[src/rcpi_pkg.sv]
package rcpi_pkg;

    localparam int RCPI_PLANE_LIMIT   = 16;
    localparam int RCPI_FRACTION_BITS = 16;
    localparam int COORD_W            = 32;
    localparam int FACE_W             = 4;
    localparam int DIST_W             = 31;
    localparam int CFG_IDX_W          = 3;
    // exact dot product width: 64-bit products, three summed plus offset
    localparam int ACC_W              = 2 * COORD_W + 2;
    localparam int MAG_W              = ACC_W - 1;

    typedef enum logic [1:0] {
        HIT_MISS  = 2'd0,
        HIT_FRONT = 2'd1,
        HIT_BACK  = 2'd2
    } t_hit_kind;

    typedef enum logic [CFG_IDX_W-1:0] {
        CFG_ORIGIN_X    = 3'd0,
        CFG_ORIGIN_Y    = 3'd1,
        CFG_ORIGIN_Z    = 3'd2,
        CFG_DIRECTION_X = 3'd3,
        CFG_DIRECTION_Y = 3'd4,
        CFG_DIRECTION_Z = 3'd5,
        CFG_MAX_DIST    = 3'd6
    } t_cfg_reg;

    typedef enum logic [2:0] {
        FS_IDLE,
        FS_MUL,
        FS_SUM,
        FS_PREP,
        FS_DIV,
        FS_PUSH
    } t_front_state;

    // classified plane, handed from front to back
    typedef struct packed {
        logic                      parallel;
        logic                      par_miss;
        logic                      front_face;
        logic signed [COORD_W-1:0] t;
        logic [FACE_W-1:0]         face;
        logic                      last;
    } t_plane_res;

    // queue handshake toward either side
    typedef struct packed {
        logic full;
        logic empty;
    } t_q_status;

endpackage

[src/rcpi_back.sv]
module rcpi_back #(
    parameter int PLANE_LIMIT = rcpi_pkg::RCPI_PLANE_LIMIT
) (
    input  logic                                i_clk,
    input  logic                                i_rst_n,
    input  rcpi_pkg::t_plane_res                i_item,
    input  rcpi_pkg::t_q_status                 i_q_status,
    output logic                                o_pop,
    input  logic [rcpi_pkg::DIST_W-1:0]         i_max_dist,
    output logic                                o_out_valid,
    input  logic                                i_out_stall,
    output logic [1:0]                          o_hit_kind,
    output logic signed [rcpi_pkg::COORD_W-1:0] o_hit_distance,
    output logic [rcpi_pkg::FACE_W-1:0]         o_hit_face
);
    import rcpi_pkg::*;

    localparam int PC_W = $clog2(PLANE_LIMIT + 1);

    logic signed [COORD_W-1:0] r_near, r_far;
    logic [FACE_W-1:0]         r_near_face, r_far_face;
    logic                      r_missed, r_in_poly;
    logic [PC_W-1:0]           r_count;

    logic signed [COORD_W-1:0] w_near, w_far, w_near_n, w_far_n, w_max;
    logic [FACE_W-1:0]         w_nf, w_ff, w_nf_n, w_ff_n;
    logic                      w_missed, w_missed_n, w_last;
    logic [PC_W-1:0]           w_cnt;
    t_hit_kind                 w_kind;
    logic signed [COORD_W-1:0] w_dist;
    logic [FACE_W-1:0]         w_face;

    assign w_max = $signed({1'b0, i_max_dist});

    // fresh bounds at the first plane of a polyhedron
    always_comb begin
        if (r_in_poly) begin
            w_near   = r_near;
            w_far    = r_far;
            w_nf     = r_near_face;
            w_ff     = r_far_face;
            w_missed = r_missed;
            w_cnt    = r_count + PC_W'(1);
        end else begin
            w_near   = {1'b1, {(COORD_W-1){1'b0}}};
            w_far    = w_max;
            w_nf     = '0;
            w_ff     = '0;
            w_missed = 1'b0;
            w_cnt    = PC_W'(1);
        end
        w_last = i_item.last || (w_cnt >= PC_W'(PLANE_LIMIT));
    end

    always_comb begin
        w_near_n   = w_near;
        w_far_n    = w_far;
        w_nf_n     = w_nf;
        w_ff_n     = w_ff;
        w_missed_n = w_missed;
        if (!w_missed) begin
            if (i_item.parallel) begin
                w_missed_n = i_item.par_miss;
            end else if (i_item.front_face) begin
                if (i_item.t > w_far) begin
                    w_missed_n = 1'b1;
                end else if (i_item.t > w_near) begin
                    w_near_n = i_item.t;
                    w_nf_n   = i_item.face;
                end
            end else begin
                if (i_item.t < w_near) begin
                    w_missed_n = 1'b1;
                end else if (i_item.t < w_far) begin
                    w_far_n = i_item.t;
                    w_ff_n  = i_item.face;
                end
            end
        end
    end

    always_comb begin
        w_kind = HIT_MISS;
        w_dist = '0;
        w_face = '0;
        if (!w_missed_n) begin
            if (!w_near_n[COORD_W-1]) begin
                w_kind = HIT_FRONT;
                w_dist = w_near_n;
                w_face = w_nf_n;
            end else if (w_far_n < w_max) begin
                w_kind = HIT_BACK;
                w_dist = w_far_n;
                w_face = w_ff_n;
            end
        end
    end

    assign o_pop = !i_q_status.empty && (!w_last || !o_out_valid || !i_out_stall);

    always_ff @(posedge i_clk) begin
        if (!i_rst_n) begin
            r_in_poly   <= 1'b0;
            o_out_valid <= 1'b0;
        end else begin
            o_out_valid <= (o_pop && w_last) || (o_out_valid && i_out_stall);
            if (o_pop) begin
                r_in_poly <= !w_last;
            end
        end
    end

    always_ff @(posedge i_clk) begin
        if (o_pop) begin
            r_near      <= w_near_n;
            r_far       <= w_far_n;
            r_near_face <= w_nf_n;
            r_far_face  <= w_ff_n;
            r_missed    <= w_missed_n;
            r_count     <= w_cnt;
            if (w_last) begin
                o_hit_kind     <= w_kind;
                o_hit_distance <= w_dist;
                o_hit_face     <= w_face;
            end
        end
    end

endmodule

[config.mk]
export PLATFORM = sky130hd
export DESIGN_NAME = rcpi_back
export DESIGN_NICKNAME = d
export VERILOG_FILES = /design/src/rcpi_pkg.sv /design/src/rcpi_back.sv
export SDC_FILE = /design/constraint.sdc
export NUM_CORES = 1
export LEC_CHECK = 0
export ABC_CLOCK_PERIOD_IN_PS = 9300
export BUFFER_PORTS_ARGS = -buffer_cell sky130_fd_sc_hd__buf_2
export CORE_MARGIN = 5
export CORE_UTILIZATION = 36
export CTS_CLUSTER_SIZE = 24
export DETAILED_ROUTE_END_ITERATION = 12
export PLACE_DENSITY = 0.66
export SLEW_MARGIN = 20
export SYNTH_ARGS = -nofsm -noshare
export SYNTH_HDL_FRONTEND = slang
export SYNTH_SLANG_ARGS = --single-unit
[constraint.sdc]
create_clock -name i_clk -period 9.3 [get_ports i_clk]
set_clock_uncertainty 0.2 [all_clocks]
set_input_delay 1.86 -clock i_clk [delete_from_list [all_inputs] [get_ports i_clk]]
set_output_delay 1.86 -clock i_clk [all_outputs]
set_load 0.005 [all_outputs]
==> metrics.cfg, run 1 <==
[clocking]
clock_sinks = 118
clock_latency_ps = 420
cts_resized = 0
clkTransAtPathRegs_ps = 60
cts_buffer_depth = 2
hold_buffers = 0
cts_tree = built
cts_root_buffer = clkbuf_16
post_cts_buffers = 0
cts_buffers = 17
htreeDepth = 4

[power_and_ir_drop]
p_total_mw = 1.787
power_density_mw_per_mm2 = 180.3
p_leak_nw = 4.371
ir_drop_uv = 128.1

[worst_setup_path]
slowest_delay_ps = 730
ff2ff_path_depth = 24
r2r-start = r_in_poly$_SDFFE_PN0P_
worstPathMaxFanout = 21
crit_buf_inv = 6
crit_type = primary input to register
cp.required_ps = 9230
rrSetupSlack_ps = 1570
cp_common_cell = inv_1
critPathTopFamily = compound AO/OA/AOI/OAI gates
crit_slowest_cell = a21oi_4
critPathArrivalTime_ps = 8340
startpoint_type = primary input
cp-end-kind = register
worstReg2RegEnd = o_hit_distance[25]$_SDFFCE_PP0P_

[global_route]
grt-ovfl-total = 0
grt_pass1_wl_um = 36250
antenna_found_initial = 2
busiest_layer = met2
met1_usage_pct = 23.45
grt.total_usage_pct = 17.50
grt_pass1_vias = 6670
grt_max_degree = 110
met3_usage_pct = 4.415
grtUsageMet2_pct = 28.14

[floorplan]
dieWidth_um = 162.2
start_util_pct = 36.70
dieArea_mm2 = 0.02629
core_mm2 = 0.02271
rows = 55
io-pin-count = 116
die_height_um = 162.2

[place]
dp_hpwl_um = 16440
placed_area_mm2 = 0.009208
port_buffers = 114
place_ws_ps = 492.2
gp_congestion = 0.8691

[yosys]
synthesis.nets = 970
synth_area_mm2 = 0.008334
synth-async-reset-ratio_pct = 0
syn_avg_cell_area_um2 = 10.43
synth-edff-count = 116
ys_types = 64
synth_seq_area_share_pct = 42.28
synth_commonest_cells = 136 x inv_1, 116 x edfxtp_1, 95 x ha_1
synth_top_cell_area_share_pct = 41.80
ys.flop_type = edfxtp_1
ys_ff_latch = 118
yosysMostFrequentCell = inv_1
syn_inst = 799
synth.area.top_cells = edfxtp_1 42%, ha_1 14%, inv_1 6.1%, o32ai_2 5.5%, nand2_1 3.6%
ys_warn_count = 0
yosysTopAreaCell = edfxtp_1

[routing]
ant_nets = 0
dr_total_vias = 6590
detail_route.wl_per_cell_um = 18.92
drc = 0
drtPass1Iterations = 5
wirelength_um = 22910
via_per_inst = 5.442
drtIter0Drc = 475

[timing]
tns_ps = 0
period_share_pct = 90.47
setup_violations = 0
worstMarginPinSlew_ps = 929.6
hold_viol = 0
fin_crit_ps = 8413
whs_ps = 363.5
relSlewSlack_pct = 37.50
rsz0062_at_grt = no
fmaxAchievable_ghz = 0.1189
maxSlewViolCount = 0
setup_ws_ps = 886.7

[min_path]
worstHoldEndpoint = r_far_face[2]$_DFFE_PP_
min_from = r_far_face[2]$_DFFE_PP_
hold_class = register to register
hold_path_depth = 2

[cells_and_area]
layout-drive-gt1-share_pct = 21.86
multi_input_area_mm2 = 0.004145
area_growth_pct = 18.95
fillerInstances = 2209
regArea_mm2 = 0.003527
stdcell_area_mm2 = 0.009913
nNetsFinal = 1082

[run]
maxCapViolCount = 0

[run_status]
outcome = complete, no violations

cells in the final DEF (no fill, tap or decap), drive strengths merged, types with 2 or more instances in the layout:
cell,instances
inv,137
buf,126
edfxtp,116
ha,95
nand2,80
o21ai,44
a21oi,37
o32ai,35
mux2i,28
a22oi,28
nor2,20
clkbuf,20
nand4,18
a21o,18
nand3,14
a32oi,8
a31oi,8
a21boi,7
nor2b,6
bufinv,6
mux2,6
and2,5
nor3,5
and4,4
or3,4
a211oi,4
xor2,3
or4,3
nand2b,3
o21a,3
clkinvlp,3
clkinv,3
diode,2
a221o,2
o31a,2
a2111oi,2
a41oi,2
a221oi,2
dfxtp,2
where the power goes:
part	internal [mW]	switching, mW	total, mW
Clock	0.509	0.246	0.756
Sequential	0.640	0.0179	0.658
Combinational	0.144	0.230	0.373
worst register-to-register path, delay by kind of cell, from the launching register on:
| kind | cells | cell delay [ps] |
|---|---|---|
| multiplexers | 1 | 350 |
| adder cells (fa/ha/maj) | 2 | 410 |
| XOR/XNOR | 1 | 190 |
| buffers and inverters | 4 | 940 |
| AO/OA/AOI/OAI | 10 | 3260 |
| flip-flops | 1 | 590 |
| AND/OR/NAND/NOR | 6 | 1580 |
how the worst max path moves through the flow:
stage / depth (start not counted) / slack [ps] / from / endpoint
6_report: 25 / 890 / i_max_dist[19] / o_hit_distance[25]$_SDFFCE_PP0P_
3_5_place_dp: 25 / 490 / i_max_dist[19] / o_hit_distance[25]$_SDFFCE_PP0P_
5_1_grt: 25 / 570 / i_max_dist[19] / o_hit_distance[25]$_SDFFCE_PP0P_
3_3_place_gp: 25 / 640 / i_max_dist[19] / o_hit_distance[25]$_SDFFCE_PP0P_
2_1_floorplan: 1 / 940 / i_out_stall / o_pop
4_1_cts: 25 / 930 / i_max_dist[19] / o_hit_distance[25]$_SDFFCE_PP0P_
through the flow:
| step | util [%] | instances |
|---|---|---|
| after global placement | 40.55 | 1176 |
| after global routing | 43.65 | 1211 |
| after detailed placement | 40.55 | 1176 |
| after CTS | 43.50 | 1208 |
| final | 43.65 | 1211 |
| after floorplan | - | 799 |
flip-flops by register name, summed over array words and instances (netlist names):
name,cells
r_far_face,4
r_missed,1
o_hit_distance,32
r_near,32
r_in_poly,1
r_near_face,4
r_far,32
o_out_valid,1
o_hit_face,4
r_count,5
o_hit_kind,2
layer usage:
metal / up-vias / part of all wire (%)
met4: 0 / 1.8
li1: 3189 / -
met5: - / 0
met2: 243 / 46
met3: 39 / 6.2
met1: 3119 / 46
cell families after synthesis:
group / count (synthesis) / share of synthesized area (%)
fa+ha+maj: 95 / 14.26
flops: 118 / 42.28
mux: 34 / 4.174
compound gates: 213 / 21.03
xor+xnor: 4 / 0.4204
buf+inv: 170 / 8.422
simple gates: 165 / 9.413
final cells by class:
class	count	share of cell area [%]
clock buffers	20	4.506
multi-input cells	511	41.82
clock inverters	12	2.272
flip-flops and latches	118	35.58
well taps	285	3.597
repair buffers	126	6.992
inverters	137	5.187
diodes	2	0.05049
(Power assumes the default switching activity.)
==> run 2, diff against run 1 <==
--- a/config.mk
+++ b/config.mk
@@ -7,6 +7,7 @@
 export LEC_CHECK = 0
 export ABC_CLOCK_PERIOD_IN_PS = 9300
 export BUFFER_PORTS_ARGS = -buffer_cell sky130_fd_sc_hd__buf_2
+export CORE_ASPECT_RATIO = 1.2
 export CORE_MARGIN = 5
 export CORE_UTILIZATION = 36
 export CTS_CLUSTER_SIZE = 24
==> metrics.cfg, run 2 (synthesis gave the netlist of run 1 again) <==
[global_route]
grt_pass1_vias = 6707  ; +0.55%
grt_pass1_wl_um = 36070  ; -0.51%
antenna_found_initial = 3  ; +1
grt-ovfl-total = 0  ; unchanged
grt.total_usage_pct = 17.65  ; +0.15 points
grt_max_degree = 93  ; -15%

[clocking]
cts_resized = 0  ; unchanged
post_cts_buffers = 0  ; unchanged
cts_root_buffer = clkbuf_16
clkTransAtPathRegs_ps = 60  ; about the same
hold_buffers = 0  ; unchanged
clock_latency_ps = 420  ; about the same
htreeDepth = 4  ; unchanged
cts_buffer_depth = 2  ; unchanged
clock_sinks = 118  ; unchanged
cts_buffers = 17  ; unchanged
cts_tree = built

[power_and_ir_drop]
power_density_mw_per_mm2 = 168.9  ; -6.3%
clkPwrFrac_pct = 37.8  ; -4.5 points
p_leak_nw = 4.314  ; -1.3%
seqPwrFrac_pct = 39.9  ; +3.1 points
switchingPower_uw = 509.4  ; +3.1%
combPwrFrac_pct = 22.3  ; +1.4 points
intPower_mw = 1.151  ; -11%
swShare_pct = 30.68  ; +3.0 points
ir_drop_uv = 131.5  ; +2.6%

[timing]
maxSlewViolCount = 0  ; unchanged
setup_violations = 0  ; unchanged
period_share_pct = 90.44  ; about the same
rsz0062_at_grt = no
tns_ps = 0  ; unchanged
relSlewSlack_pct = 36.08  ; -1.4 points
hold_viol = 0  ; unchanged
fin_crit_ps = 8411  ; -2.714 ps
fmaxAchievable_ghz = 0.1189  ; about the same
worstMarginPinSlew_ps = 958.8  ; +29.21 ps

[min_path]
hold_class = register to register

[floorplan]
start_util_pct = 36.28  ; -0.42 points
rows = 61  ; +11%
core_mm2 = 0.02297  ; +1.2%
dieWidth_um = 148.9  ; -8.2%
io-pin-count = 116  ; unchanged
die_height_um = 176.7  ; +9.0%
dieArea_mm2 = 0.02631  ; about the same

[run]
maxCapViolCount = 0  ; unchanged

[worst_setup_path]
critPathTopFamily = compound AO/OA/AOI/OAI gates
cp_common_cell = inv_1
cp.required_ps = 9300  ; +70 ps
cp-end-kind = register
critPathArrivalTime_ps = 8410  ; +70 ps
crit_type = primary input to register
startpoint_type = primary input
crit_buf_inv = 5  ; -1
worstPathMaxFanout = 18  ; -14%
crit_slowest_cell = a2111oi_0
slowest_delay_ps = 700  ; -30 ps

[routing]
drtIter0Drc = 429  ; -9.7%
ant_nets = 0  ; unchanged
detail_route.wl_per_cell_um = 18.54  ; -2.0%
wirelength_um = 23030  ; +0.52%
dr_total_vias = 6596  ; +0.091%
drtPass1Iterations = 5  ; unchanged
drc = 0  ; unchanged
via_per_inst = 5.311  ; -2.4%

[cells_and_area]
stdcell_count = 1242  ; +2.6%
area_growth_pct = 17.96
final_common_cell = inv_1
fillerInstances = 2235  ; +1.2%
layout-drive-gt1-share_pct = 21.97  ; +0.11 points
final_cell_mix = 136 x inv_1, 116 x edfxtp_1, 114 x buf_2, 95 x ha_1, 80 x nand2_1
stdcell_area_mm2 = 0.009831  ; -0.83%
top_regs = o_hit_distance x32, r_far x32, r_near x32
fin_util_pct = 42.79  ; -0.86 points
nNetsFinal = 1082  ; unchanged

[place]
placed_area_mm2 = 0.009265  ; +0.63%
place_inst = 1207  ; +2.6%
dp_hpwl_um = 16750  ; +1.9%
gp_congestion = 0.8344  ; -4.0%
port_buffers = 114  ; unchanged

[run_status]
outcome = complete, no violations

[run 2: worst min-delay path, delay by kind of cell, from the launching register on]
| family | cells | cell delay, ps |
|---|---|---|
| compound gates | 1 | 80 |
| buf+inv | 1 | 60 |
| flops | 1 | 320 |
[run 2: worst paths after layout]
path / start / endpoint / cells past startpoint / slack, ps
worst max-delay path: i_max_dist[18] / o_hit_distance[22]$_SDFFCE_PP0P_ / 25 / 890
worst min-delay path: r_far_face[2]$_DFFE_PP_ / r_far_face[2]$_DFFE_PP_ / 2 / 360
worst max register to register: r_in_poly$_SDFFE_PN0P_ / o_hit_distance[22]$_SDFFCE_PP0P_ / 23 / 1310
worst min register to register: r_far_face[2]$_DFFE_PP_ / r_far_face[2]$_DFFE_PP_ / 2 / 360
[run 2: area by class of cell]
class | instances | area [um2] | share of cell area (%)
tap | 315 | 394.1 | 4.009
antenna | 3 | 7.507 | 0.07637
inverter | 137 | 514.2 | 5.231
sequential | 118 | 3527 | 35.88
multi-input combinational | 511 | 4145 | 42.17
clock inverter | 15 | 131.4 | 1.336
clock buffer | 17 | 425.4 | 4.327
timing repair buffer | 126 | 685.7 | 6.975
[run 2: layer usage]
layer / share of wire, % / vias to the layer above / GRT usage (%) / wire (um)
li1: - / 3189 / - / -
met4: 2.4 / 4 / 6.410 / 558
met5: 0.061 / - / 0 / 14
met3: 4.5 / 38 / 3.279 / 1034
met1: 43 / 3199 / 21.91 / 10000
met2: 50 / 166 / 30.57 / 11420
[run 2: power groups by stage]
stage / Combinational [mW] / Sequential [mW] / Clock (mW)
detailed placement: 0.370 / 0.673 / 0
floorplan: 0.252 / 0.667 / 0
finish: 0.370 / 0.662 / 0.628
CTS: 0.372 / 0.662 / 0.636
global placement: 0.363 / 0.671 / 0
global route: 0.413 / 0.666 / 0.660
[run 2: stage by stage]
step | setup slack (ps) | hold WS [ps] | total power, mW
detailed placement | 458.6 | 340.1 | 1.043
global route | 473.8 | 375.8 | 1.739
floorplan | 940.9 | 320.3 | 0.9187
CTS | 880.8 | 359.2 | 1.671
global placement | 553.1 | 336.8 | 1.034
finish | 889.4 | 358.5 | 1.660
