**config.mk**
```make
export PLATFORM = sky130hd
export DESIGN_NAME = rcpi_queue
export DESIGN_NICKNAME = d
export VERILOG_FILES = /design/src/rcpi_pkg.sv /design/src/rcpi_queue.sv
export SDC_FILE = /design/constraint.sdc
export NUM_CORES = 1
export LEC_CHECK = 0
export BUFFER_PORTS_ARGS = -buffer_cell sky130_fd_sc_hd__buf_2
export CAP_MARGIN = 20
export CORE_ASPECT_RATIO = 1.2
export CORE_MARGIN = 2
export CORE_UTILIZATION = 48
export CTS_CLUSTER_DIAMETER = 40
export CTS_CLUSTER_SIZE = 12
export DETAILED_ROUTE_END_ITERATION = 16
export GPL_TIMING_DRIVEN = 0
export PLACE_DENSITY = 0.79
export SLEW_MARGIN = 20
export SYNTH_ARGS = -nofsm -noshare
export SYNTH_HDL_FRONTEND = slang
export SYNTH_SLANG_ARGS = --single-unit
export TNS_END_PERCENT = 100
```
**constraint.sdc**
```tcl
create_clock -name i_clk -period 6.3 [get_ports i_clk]
set_input_delay 1.575 -clock i_clk [delete_from_list [all_inputs] [get_ports i_clk]]
set_output_delay 1.575 -clock i_clk [all_outputs]
set_load 0.005 [all_outputs]
```
**src/rcpi_pkg.sv**
```systemverilog
package rcpi_pkg;

    localparam int RCPI_PLANE_LIMIT   = 16;
    localparam int RCPI_FRACTION_BITS = 16;
    localparam int COORD_W            = 32;
    localparam int FACE_W             = 4;
    localparam int DIST_W             = 31;
    localparam int CFG_IDX_W          = 3;
    // exact dot product width: 64-bit products, three summed plus offset
    localparam int ACC_W              = 2 * COORD_W + 2;
    localparam int MAG_W              = ACC_W - 1;

    typedef enum logic [1:0] {
        HIT_MISS  = 2'd0,
        HIT_FRONT = 2'd1,
        HIT_BACK  = 2'd2
    } t_hit_kind;

    typedef enum logic [CFG_IDX_W-1:0] {
        CFG_ORIGIN_X    = 3'd0,
        CFG_ORIGIN_Y    = 3'd1,
        CFG_ORIGIN_Z    = 3'd2,
        CFG_DIRECTION_X = 3'd3,
        CFG_DIRECTION_Y = 3'd4,
        CFG_DIRECTION_Z = 3'd5,
        CFG_MAX_DIST    = 3'd6
    } t_cfg_reg;

    typedef enum logic [2:0] {
        FS_IDLE,
        FS_MUL,
        FS_SUM,
        FS_PREP,
        FS_DIV,
        FS_PUSH
    } t_front_state;

    // classified plane, handed from front to back
    typedef struct packed {
        logic                      parallel;
        logic                      par_miss;
        logic                      front_face;
        logic signed [COORD_W-1:0] t;
        logic [FACE_W-1:0]         face;
        logic                      last;
    } t_plane_res;

    // queue handshake toward either side
    typedef struct packed {
        logic full;
        logic empty;
    } t_q_status;

endpackage

```
**src/rcpi_queue.sv**
```systemverilog
module rcpi_queue (
    input  logic                 i_clk,
    input  logic                 i_rst_n,
    input  logic                 i_push,
    input  rcpi_pkg::t_plane_res i_item,
    input  logic                 i_pop,
    output rcpi_pkg::t_plane_res o_item,
    output rcpi_pkg::t_q_status  o_status
);
    import rcpi_pkg::*;

    t_plane_res r_mem [2];
    logic       r_wr, r_rd;
    logic [1:0] r_count;

    assign o_item          = r_mem[r_rd];
    assign o_status.full   = (r_count == 2'd2);
    assign o_status.empty  = (r_count == 2'd0);

    always_ff @(posedge i_clk) begin
        if (i_push) begin
            r_mem[r_wr] <= i_item;
        end
    end

    always_ff @(posedge i_clk) begin
        if (!i_rst_n) begin
            r_wr    <= 1'b0;
            r_rd    <= 1'b0;
            r_count <= 2'd0;
        end else begin
            if (i_push) r_wr <= ~r_wr;
            if (i_pop)  r_rd <= ~r_rd;
            r_count <= r_count + 2'(i_push) - 2'(i_pop);
        end
    end

endmodule

```
==> metrics.yaml, run 1 <==
run_status:
  run_status: "completed"
critical_path:
  crit_family: "flip-flops"
  cp.depth: 3
  path_cells: "buf_6 -> mux2_2 -> buf_2"
  cpPeakStageDelay_ps: 460
  endpoint_kind: "output pin"
  cp.arrival_ps: 1470
  cp_slowest_cell: "dfxtp_1"
  r2r-start: "r_wr"
  ff2ff_path_depth: 2
  r2r_slack_ps: 4820
  cp.required_ps: 4720
  endpoint: "o_item[27]"
  path_buf_inv: 2
  worstSetupPathType: "flip-flop to output pin"
  worstReg2RegEnd: "r_mem[1][23]"
  start_kind: "flip-flop"
  critPathMaxFanout: 10
synth:
  synth_top_area_cell: "edfxtp_1"
  synth.area.mux_share_pct: 14.4
  yosys.area_share.xor_xnor_pct: 1.00
  synth_cells: 145
  syn-cell-area_um2: 3120
  yosysTopAreaCellShare_pct: 76.9
  synth_top_family_by_area: "multiplexers"
  ys_top_cells_by_area: "edfxtp_1 77%, mux2_2 14%, dfxtp_1 3.2%, buf_6 1.4%, and2_1 0.80%"
  synthSimpleGateAreaFrac_pct: 1.72
  ys_seq_area_share_pct: 80.1
  synthAdderAreaFrac_pct: 0.801
  syn_nets: 191
  synthDistinctLibCells: 12
  synth_warnings: 0
  postSynthAreaPerCell_um2: 21.5
  synth_compound_area_share_pct: 0.240
  synth-seq-cells: 85
global_route:
  antenna_found_initial: 0
  grt_pass1_vias: 1664
  overflow: 0
  grt_pass1_wl_um: 8110
  track_usage_pct: 15.8
  grt_max_degree: 22
timing:
  setup_violations: 0
  slew_violations: 0
  slew_headroom_pct: 53.4
  setup_tns_ps: 0
  timing.clock.skew_ps: 8.23
  period_share_pct: 48.4
  max_freq_mhz: 328
  rsz0062_at_grt: "false"
  period_needed_ps: 3050
  worst_slack_ps: 3250
  hold_violations: 0
  worst_pin_slew_ps: 697
final_layout:
  syn_to_final_growth_pct: 24.1
  fin_cells: 333
  design_area_um2: 3880
  finalNetCount: 289
  drive_gt1_share_pct: 58.1
  num_antenna_cells: 0
clock_tree:
  cts_buffer_depth: 2
  ctsResizeCount: 0
  htreeDepth: 3
  cts.clk_slew.worst_paths_ps: 80
  ctsHoldBuffers: 0
  post_cts_buffers: 0
  clock-sinks: 85
  cts-root-buf: "clkbuf_8"
  clk_latency_ps: 340
  cts_tree: "yes"
  cts_buffers: 9
placed_design:
  port_buffers: 85
  placed_cell_area_um2: 3720
  hpwl_um: 3740
  gp_congestion: 0.713
  dp_worst_setup_slack_ps: 3430
  dp.cells: 317
detailed_routing:
  ant_nets: 0
  dr.first_iter.drc_count: 58
  routed_via_density: 4.82
  vias: 1605
  drcViolationCount: 0
  drt_pass1_iterations: 4
  routedWlPerCell_um: 15.8
  postRouteWirelength_um: 5250
pwr:
  ir_drop_uv: 214
  powerDensity_nw_per_um2: 285
  leakage_nw: 1.47
die:
  core_area_um2: 6370
  ios: 86
  start_util_pct: 49.1
  die_h_um: 92.4
  rows: 32
  fp.dieW_um: 77.6
  die_area_um2: 7170
worst_hold_path:
  holdCritPathClass: "flip-flop to flip-flop"
  holdCritStartpoint: "r_rd"
run:
  max_cap_viol_count: 0
[logic make-up after synthesis]
family,after synthesis
compound gates,1
xor+xnor,2
fa+ha+maj,2
buf+inv,6
flops,85
mux,40
simple gates,9
[Yosys cell counts]
| cell type | count |
|---|---|
| nor2_1 | 1 |
| ha_1 | 2 |
| dfxtp_1 | 5 |
| o21a_1 | 1 |
| edfxtp_1 | 80 |
| xnor3_1 | 1 |
| and2_1 | 4 |
| xor2_1 | 1 |
| buf_6 | 4 |
| inv_1 | 2 |
| nor2b_1 | 4 |
| mux2_2 | 40 |
[flip-flops by register name (all words and copies together) (netlist names), named ones only]
register and flops:
r_rd 1, r_wr 1, r_mem 80, r_count 2
[cell type report]
| class | count | area [um2] |
|---|---|---|
| Buffer | 4 | 45.0 |
| Clock buffer | 10 | 128 |
| Clock inverter | 6 | 30.0 |
| Fill cell | 487 | 2490 |
| Inverter | 2 | 7.51 |
| Multi-Input combinational cell | 54 | 577 |
| Sequential cell | 85 | 2500 |
| Tap cell | 85 | 106 |
| Timing Repair Buffer | 87 | 480 |
[per-stage QoR]
step / utilization, % / power [mW] / hold WS, ps
finish: 60.9 / 1.10 / 594
global route: 60.9 / 1.16 / 611
CTS: 60.9 / 1.12 / 595
detailed placement: 58.4 / 0.809 / 573
global placement: 57.4 / 0.798 / 569
floorplan: - / 0.744 / 555
[layer usage]
metal / GRT usage (%) / vias to the layer above / wire length, um
met3: 4.09 / 9 / 225
li1: - / 757 / -
met4: 9.38 / 0 / 130
met2: 29.2 / 45 / 3080
met5: 0 / - / 0
met1: 15.8 / 794 / 1810
[where the power goes]
| group | leakage, nW | switching, mW | internal (mW) |
|---|---|---|---|
| logic | 0.605 | 0.0566 | 0.0746 |
| clock network | 0.0725 | 0.173 | 0.138 |
| registers | 0.792 | 0.0103 | 0.652 |
| total | 1.47 | 0.240 | 0.864 |
[worst min-delay path by stage]
stage / endpoint / slack [ps] / cells after the start
6_report: flip-flop / 590 / 2
5_1_grt: r_rd / 610 / 2
4_1_cts: r_rd / 590 / 2
3_5_place_dp: flip-flop / 570 / 2
3_3_place_gp: r_rd / 570 / 2
2_1_floorplan: flip-flop / 550 / 2
[placed cells by master, fill, tap and decap left out]
cell type    n
buf_2       85
edfxtp_1    80
mux2_2      40
clkbuf_8     9
dfxtp_1      5
buf_6        4
clkinv_1     4
nor2b_1      3
and2_1       3
inv_1        2
ha_1         2
clkinvlp_4   2
buf_16       2
nor2_1       1
xor2_1       1
and2_2       1
nor2b_4      1
o21a_1       1
xnor3_1      1
clkbuf_1     1
[tightest hold or removal path, delay by kind of cell, from the launching register on]
kind                      cells  cell delay, ps
xor gates and xnor gates      1              70
DFF                           1             340
and+or+nand+nor               1             150
Note: power is estimated with default switching activity, not from simulation.
==> run 2, diff against run 1 <==
--- a/config.mk
+++ b/config.mk
@@ -9,7 +9,7 @@
 export CAP_MARGIN = 20
 export CORE_ASPECT_RATIO = 1.2
 export CORE_MARGIN = 2
-export CORE_UTILIZATION = 48
+export CORE_UTILIZATION = 46
 export CTS_CLUSTER_DIAMETER = 40
 export CTS_CLUSTER_SIZE = 12
 export DETAILED_ROUTE_END_ITERATION = 16
==> constraint.sdc (replaced) <==
create_clock -name i_clk -period 2.7 [get_ports i_clk]
set_input_delay 0.675 -clock i_clk [delete_from_list [all_inputs] [get_ports i_clk]]
set_output_delay 0.675 -clock i_clk [all_outputs]
set_load 0.005 [all_outputs]
==> run 2 against run 1 <==
Via count is 0.87% lower; cell count unchanged; clock-buffer cell count grew 2; critical path type unchanged; critical endpoint is now o_item[22]; largest power group unchanged; highest routed layer unchanged.
==> metrics.yaml, run 2 (synthesis results as in run 1) <==
global_route:
  grt_busiest_layer: "met2"
  grt_pass1_wl_um: 7900  # -2.6%
  antenna_found_initial: 0  # unchanged
  use_met3_pct: 3.85  # -0.25 points
  grt_max_degree: 24  # +9.1%
  gr-usage-met1_pct: 14.5  # -1.3 points
  grtUsageMet2_pct: 27.6  # -1.6 points
  overflow: 0  # unchanged
  grt_pass1_vias: 1723  # +3.5%
  track_usage_pct: 14.7  # -1.1 points
clock_tree:
  cts_tree: "yes"
  ctsHoldBuffers: 0  # unchanged
  htreeDepth: 3  # unchanged
  cts_buffer_depth: 2  # unchanged
  clk_latency_ps: 340  # about the same
  post_cts_buffers: 0  # unchanged
  cts_buffers: 9  # unchanged
  cts-root-buf: "clkbuf_8"
  cts.clk_slew.worst_paths_ps: 80  # about the same
  clock-sinks: 85  # unchanged
  ctsResizeCount: 0  # unchanged
final_layout:
  final_common_cell: "buf_2"
  syn_to_final_growth_pct: 25.7
  drive_gt1_share_pct: 58.9  # +0.81 points
  fill_cells: 528  # +8.4%
  seqCellArea_um2: 2500  # unchanged
  largestRegisters: "r_mem: 80 flops, r_count: 2 flops"
  design_area_um2: 3930  # +1.3%
  multi_input_area_um2: 577  # unchanged
  num_antenna_cells: 0  # unchanged
  fin_cells: 333  # unchanged
  largest_register_ffs: 80  # unchanged
  layout_common_cells: "85 x buf_2, 80 x edfxtp_1, 40 x mux2_2"
  top_register: "r_mem"
  finalNetCount: 289  # unchanged
  final_core_util_pct: 60.5  # -0.36 points
pwr:
  ir_drop_uv: 410  # +92%
  powerDensity_nw_per_um2: 706  # +150%
  leakage_nw: 1.50  # +1.9%
detailed_routing:
  vias: 1591  # -0.87%
  drcViolationCount: 0  # unchanged
  ant_nets: 0  # unchanged
  routedWlPerCell_um: 15.5  # -1.8%
  routed_via_density: 4.78  # -0.87%
  postRouteWirelength_um: 5150  # -1.8%
  dr.first_iter.drc_count: 68  # +17%
  drt_pass1_iterations: 4  # unchanged
critical_path:
  cp_slowest_cell: "dfxtp_1"
  cpPeakStageDelay_ps: 450  # about the same
  worstSetupPathType: "flip-flop to output pin"
  path_cells: "buf_6 -> mux2_2 -> buf_2"
  critPathMaxFanout: 10  # unchanged
  cp.required_ps: 2030  # -2690 ps
  cp.arrival_ps: 1470  # about the same
  endpoint_kind: "output pin"
  start_kind: "flip-flop"
placed_design:
  hpwl_um: 3660  # -2.2%
  gp_congestion: 0.701  # -1.7%
  dp_worst_setup_slack_ps: 765  # -2670 ps
  dp.cells: 317  # unchanged
  port_buffers: 85  # unchanged
  placed_cell_area_um2: 3720  # unchanged
timing:
  rsz0062_at_grt: "false"
  max_freq_mhz: 466
  worst_slack_ps: 555  # -2700 ps
  setup_violations: 0  # unchanged
  slew_headroom_pct: 57.7  # +4.3 points
  timing.clock.skew_ps: 7.40  # -0.834 ps
  period_needed_ps: 2140
  holdWs_ps: 511  # -83.4 ps
  period_share_pct: 79.4
  hold_violations: 0  # unchanged
  worst_pin_slew_ps: 633  # -63.8 ps
  slew_violations: 0  # unchanged
run_status:
  run_status: "completed"
die:
  core_area_um2: 6490  # +1.9%
  fp.dieW_um: 79.2  # +2.0%
  ios: 86  # unchanged
  rows: 32  # unchanged
  die_area_um2: 7470  # +4.1%
  start_util_pct: 48.1  # -0.91 points
  die_h_um: 94.3  # +2.1%
run:
  max_cap_viol_count: 0  # unchanged
worst_hold_path:
  holdCritPathClass: "input pin to flip-flop"
run 2: path summary, 6_finish.rpt:
kind / slack, ps / endpoint / startpoint / cells after the start
min: 510 / r_mem[1][38] / i_item[38] / 1
max reg2reg: 1270 / r_mem[1][34] / r_wr / 2
max: 560 / o_item[22] / flip-flop / 3
min reg2reg: 600 / r_rd / r_rd / 2
run 2: area by class of cell:
cell class	count	area share (%)
buffer	4	1.15
clock buffer	12	3.44
clock inverter	4	1.85
inverter	2	0.191
multi-input combinational	54	14.7
sequential	85	63.7
tap	85	2.71
timing repair buffer	87	12.2
run 2: report_power, final:
part,total [mW],internal [mW],switching [mW]
combinational,0.304,0.174,0.130
clock,0.925,0.521,0.404
sequential,1.54,1.52,0.0229
total,2.77,2.21,0.558
run 2: per-layer routing:
metal  vias to the layer above  share of wire [%]
li1                        757                  -
met1                       782                 36
met2                        45                 58
met3                         7                4.4
met4                         0                1.8
met5                         -                  0
run 2: critical path, delay by kind of cell, from the launching register on:
kind,cells,cell delay [ps]
flip-flops,1,450
multiplexers,1,350
buffers and inverters,2,330
run 2: through the flow:
stage	power [mW]	TNS [ps]
2_1_floorplan	1.73	0
3_3_place_gp	1.86	-6640
3_5_place_dp	1.88	0
4_1_cts	2.81	0
5_1_grt	2.89	0
6_report	2.77	0
==> run 3, diff against run 2 <==
==> constraint.sdc (replaced) <==
create_clock -name i_clk -period 1.75 [get_ports i_clk]
set_input_delay 0.4375 -clock i_clk [delete_from_list [all_inputs] [get_ports i_clk]]
set_output_delay 0.4375 -clock i_clk [all_outputs]
set_load 0.005 [all_outputs]
==> run 3 against run 2 <==
The flow now finishes with violations (negative setup slack); sequential cell count unchanged; utilization grew 0.31 points; combinational power is 52% higher; critical path type unchanged; cell count shrank 0.60%; critical path depth unchanged; sequential share of layout area down 0.23 points; total power is 64% higher.
==> metrics.yaml, run 3 (synthesis results as in run 1) <==
run_status:
  run_status: "finished, violations left"
  violations: "negative setup slack"
global_route:
  grt_max_degree: 41  # +71%
  grt_busiest_layer: "met2"
  grt_pass1_wl_um: 7660  # -3.1%
  overflow: 0  # unchanged
  antenna_found_initial: 0  # unchanged
  grt_pass1_vias: 1648  # -4.4%
  grtUsageMet2_pct: 26.8  # -0.85 points
  use_met3_pct: 3.37  # -0.48 points
  track_usage_pct: 14.4  # -0.39 points
  gr-usage-met1_pct: 13.9  # -0.56 points
die:
  rows: 32  # unchanged
  start_util_pct: 48.1  # unchanged
  die_area_um2: 7470  # unchanged
  die_h_um: 94.3  # unchanged
  fp.dieW_um: 79.2  # unchanged
  ios: 86  # unchanged
  core_area_um2: 6490  # unchanged
detailed_routing:
  drt_pass1_iterations: 3  # -1
  drcViolationCount: 0  # unchanged
  ant_nets: 0  # unchanged
  vias: 1587  # -0.25%
  routed_via_density: 4.79  # +0.35%
  routedWlPerCell_um: 15.5  # about the same
  postRouteWirelength_um: 5130  # -0.50%
  dr.first_iter.drc_count: 57  # -16%
critical_path:
  ff2ff_path_depth: 1  # -1
  critPathMaxFanout: 10  # unchanged
  cp.arrival_ps: 1350  # -120 ps
  cp.required_ps: 1310  # -720 ps
  start_kind: "flip-flop"
  worstSetupPathType: "flip-flop to output pin"
  endpoint_kind: "output pin"
final_layout:
  layout_common_cells: "85 x buf_2, 80 x edfxtp_1, 40 x mux2_2"
  finalNetCount: 288  # -0.35%
  top_register: "r_mem"
  num_antenna_cells: 0  # unchanged
  syn_to_final_growth_pct: 26.4
  largestRegisters: "r_mem: 80 flops, r_count: 2 flops"
  largest_register_ffs: 80  # unchanged
  fin_cells: 331  # -0.60%
  drive_gt1_share_pct: 59.3  # +0.48 points
  final_common_cell: "buf_2"
run:
  max_cap_viol_count: 0  # unchanged
placed_design:
  hpwl_um: 3500  # -4.3%
  dp_worst_setup_slack_ps: -38.0  # -803 ps
  dp.cells: 316  # -0.32%
  gp_congestion: 0.670  # -4.4%
  port_buffers: 85  # unchanged
timing:
  setup_violations: 40  # +40
  period_needed_ps: 1790
  slew_violations: 0  # unchanged
  holdWs_ps: 279  # -232 ps
  rsz0062_at_grt: "true"
  max_freq_mhz: 559
  period_share_pct: 102
  timing.clock.skew_ps: 10.4  # +3.00 ps
  hold_violations: 0  # unchanged
  worst_slack_ps: -39.3  # -594 ps
  worst_pin_slew_ps: 958  # +325 ps
  slew_headroom_pct: 36.1  # -22 points
clock_tree:
  cts.clk_slew.worst_paths_ps: 80  # about the same
  clock-sinks: 85  # unchanged
  clk_latency_ps: 340  # about the same
  ctsResizeCount: 2  # +2
  cts_buffer_depth: 2  # unchanged
  cts_tree: "yes"
  ctsHoldBuffers: 0  # unchanged
  post_cts_buffers: 0  # unchanged
  cts_buffers: 9  # unchanged
  cts-root-buf: "clkbuf_8"
  htreeDepth: 3  # unchanged
pwr:
  swShare_pct: 18.7  # -1.4 points
  powerDensity_nw_per_um2: 1150  # +63%
  ir_drop_uv: 709  # +73%
  share_comb_of_total_power_pct: 10.2  # -0.8 points
  internal_power_mw: 3.69  # +67%
  leakage_nw: 1.51  # +0.82%
  p_sw_mw: 0.848  # +52%
  p_seq_share_pct: 52.5  # -3.2 points
  clockPowerShare_pct: 37.3  # +3.9 points
worst_hold_path:
  hold_path_depth: 1  # unchanged
  holdCritPathClass: "input pin to flip-flop"
-- run 3: area by class of cell --
| type | count | area (um2) |
|---|---|---|
| plain buffers | 4 | 45.0 |
| clock buffers | 10 | 128 |
| clock inverters | 5 | 124 |
| fillers | 515 | 2540 |
| inverters | 2 | 7.51 |
| multi-input cells | 54 | 577 |
| flip-flops and latches | 85 | 2510 |
| well taps | 85 | 106 |
| repair buffers | 86 | 453 |
-- run 3: path summary, 6_finish.rpt --
path | slack, ps | endpoint | start
max | -40 | o_item[15] | flip-flop
max reg2reg | 160 | r_mem[1][9] | r_wr
min | 280 | r_mem[0][0] | i_item[0]
min reg2reg | 590 | r_rd | r_rd
-- run 3: metal layers --
layer	vias to the layer above	routed length (um)
met4	0	140
met1	770	1900
met5	-	0
met3	10	237
met2	49	2850
li1	758	-
-- run 3: power groups by stage --
stage	registers [mW]	clock network (mW)	logic (mW)
after floorplan	2.42	0	0.258
after global placement	2.42	0	0.447
after detailed placement	2.43	0	0.472
after CTS	2.39	1.75	0.475
after global routing	2.39	1.82	0.506
final	2.38	1.69	0.461
-- run 3: critical path, stage by stage (launching register included) --
cell,delay [ps]
dfxtp_4,380
buf_6,160
mux2_2,340
buf_2,140
-- run 3: per-stage QoR --
| step | util [%] | power [mW] | area [um2] | TNS, ps |
|---|---|---|---|---|
| final | 60.8 | 4.54 | 3950 | -808 |
| after global routing | 60.8 | 4.72 | 3950 | -3260 |
| after CTS | 60.8 | 4.61 | 3950 | -2510 |
| after detailed placement | 56.9 | 2.90 | 3690 | -1460 |
| after global placement | 56.5 | 2.87 | 3660 | -9230 |
| after floorplan | - | 2.68 | 3130 | 0 |
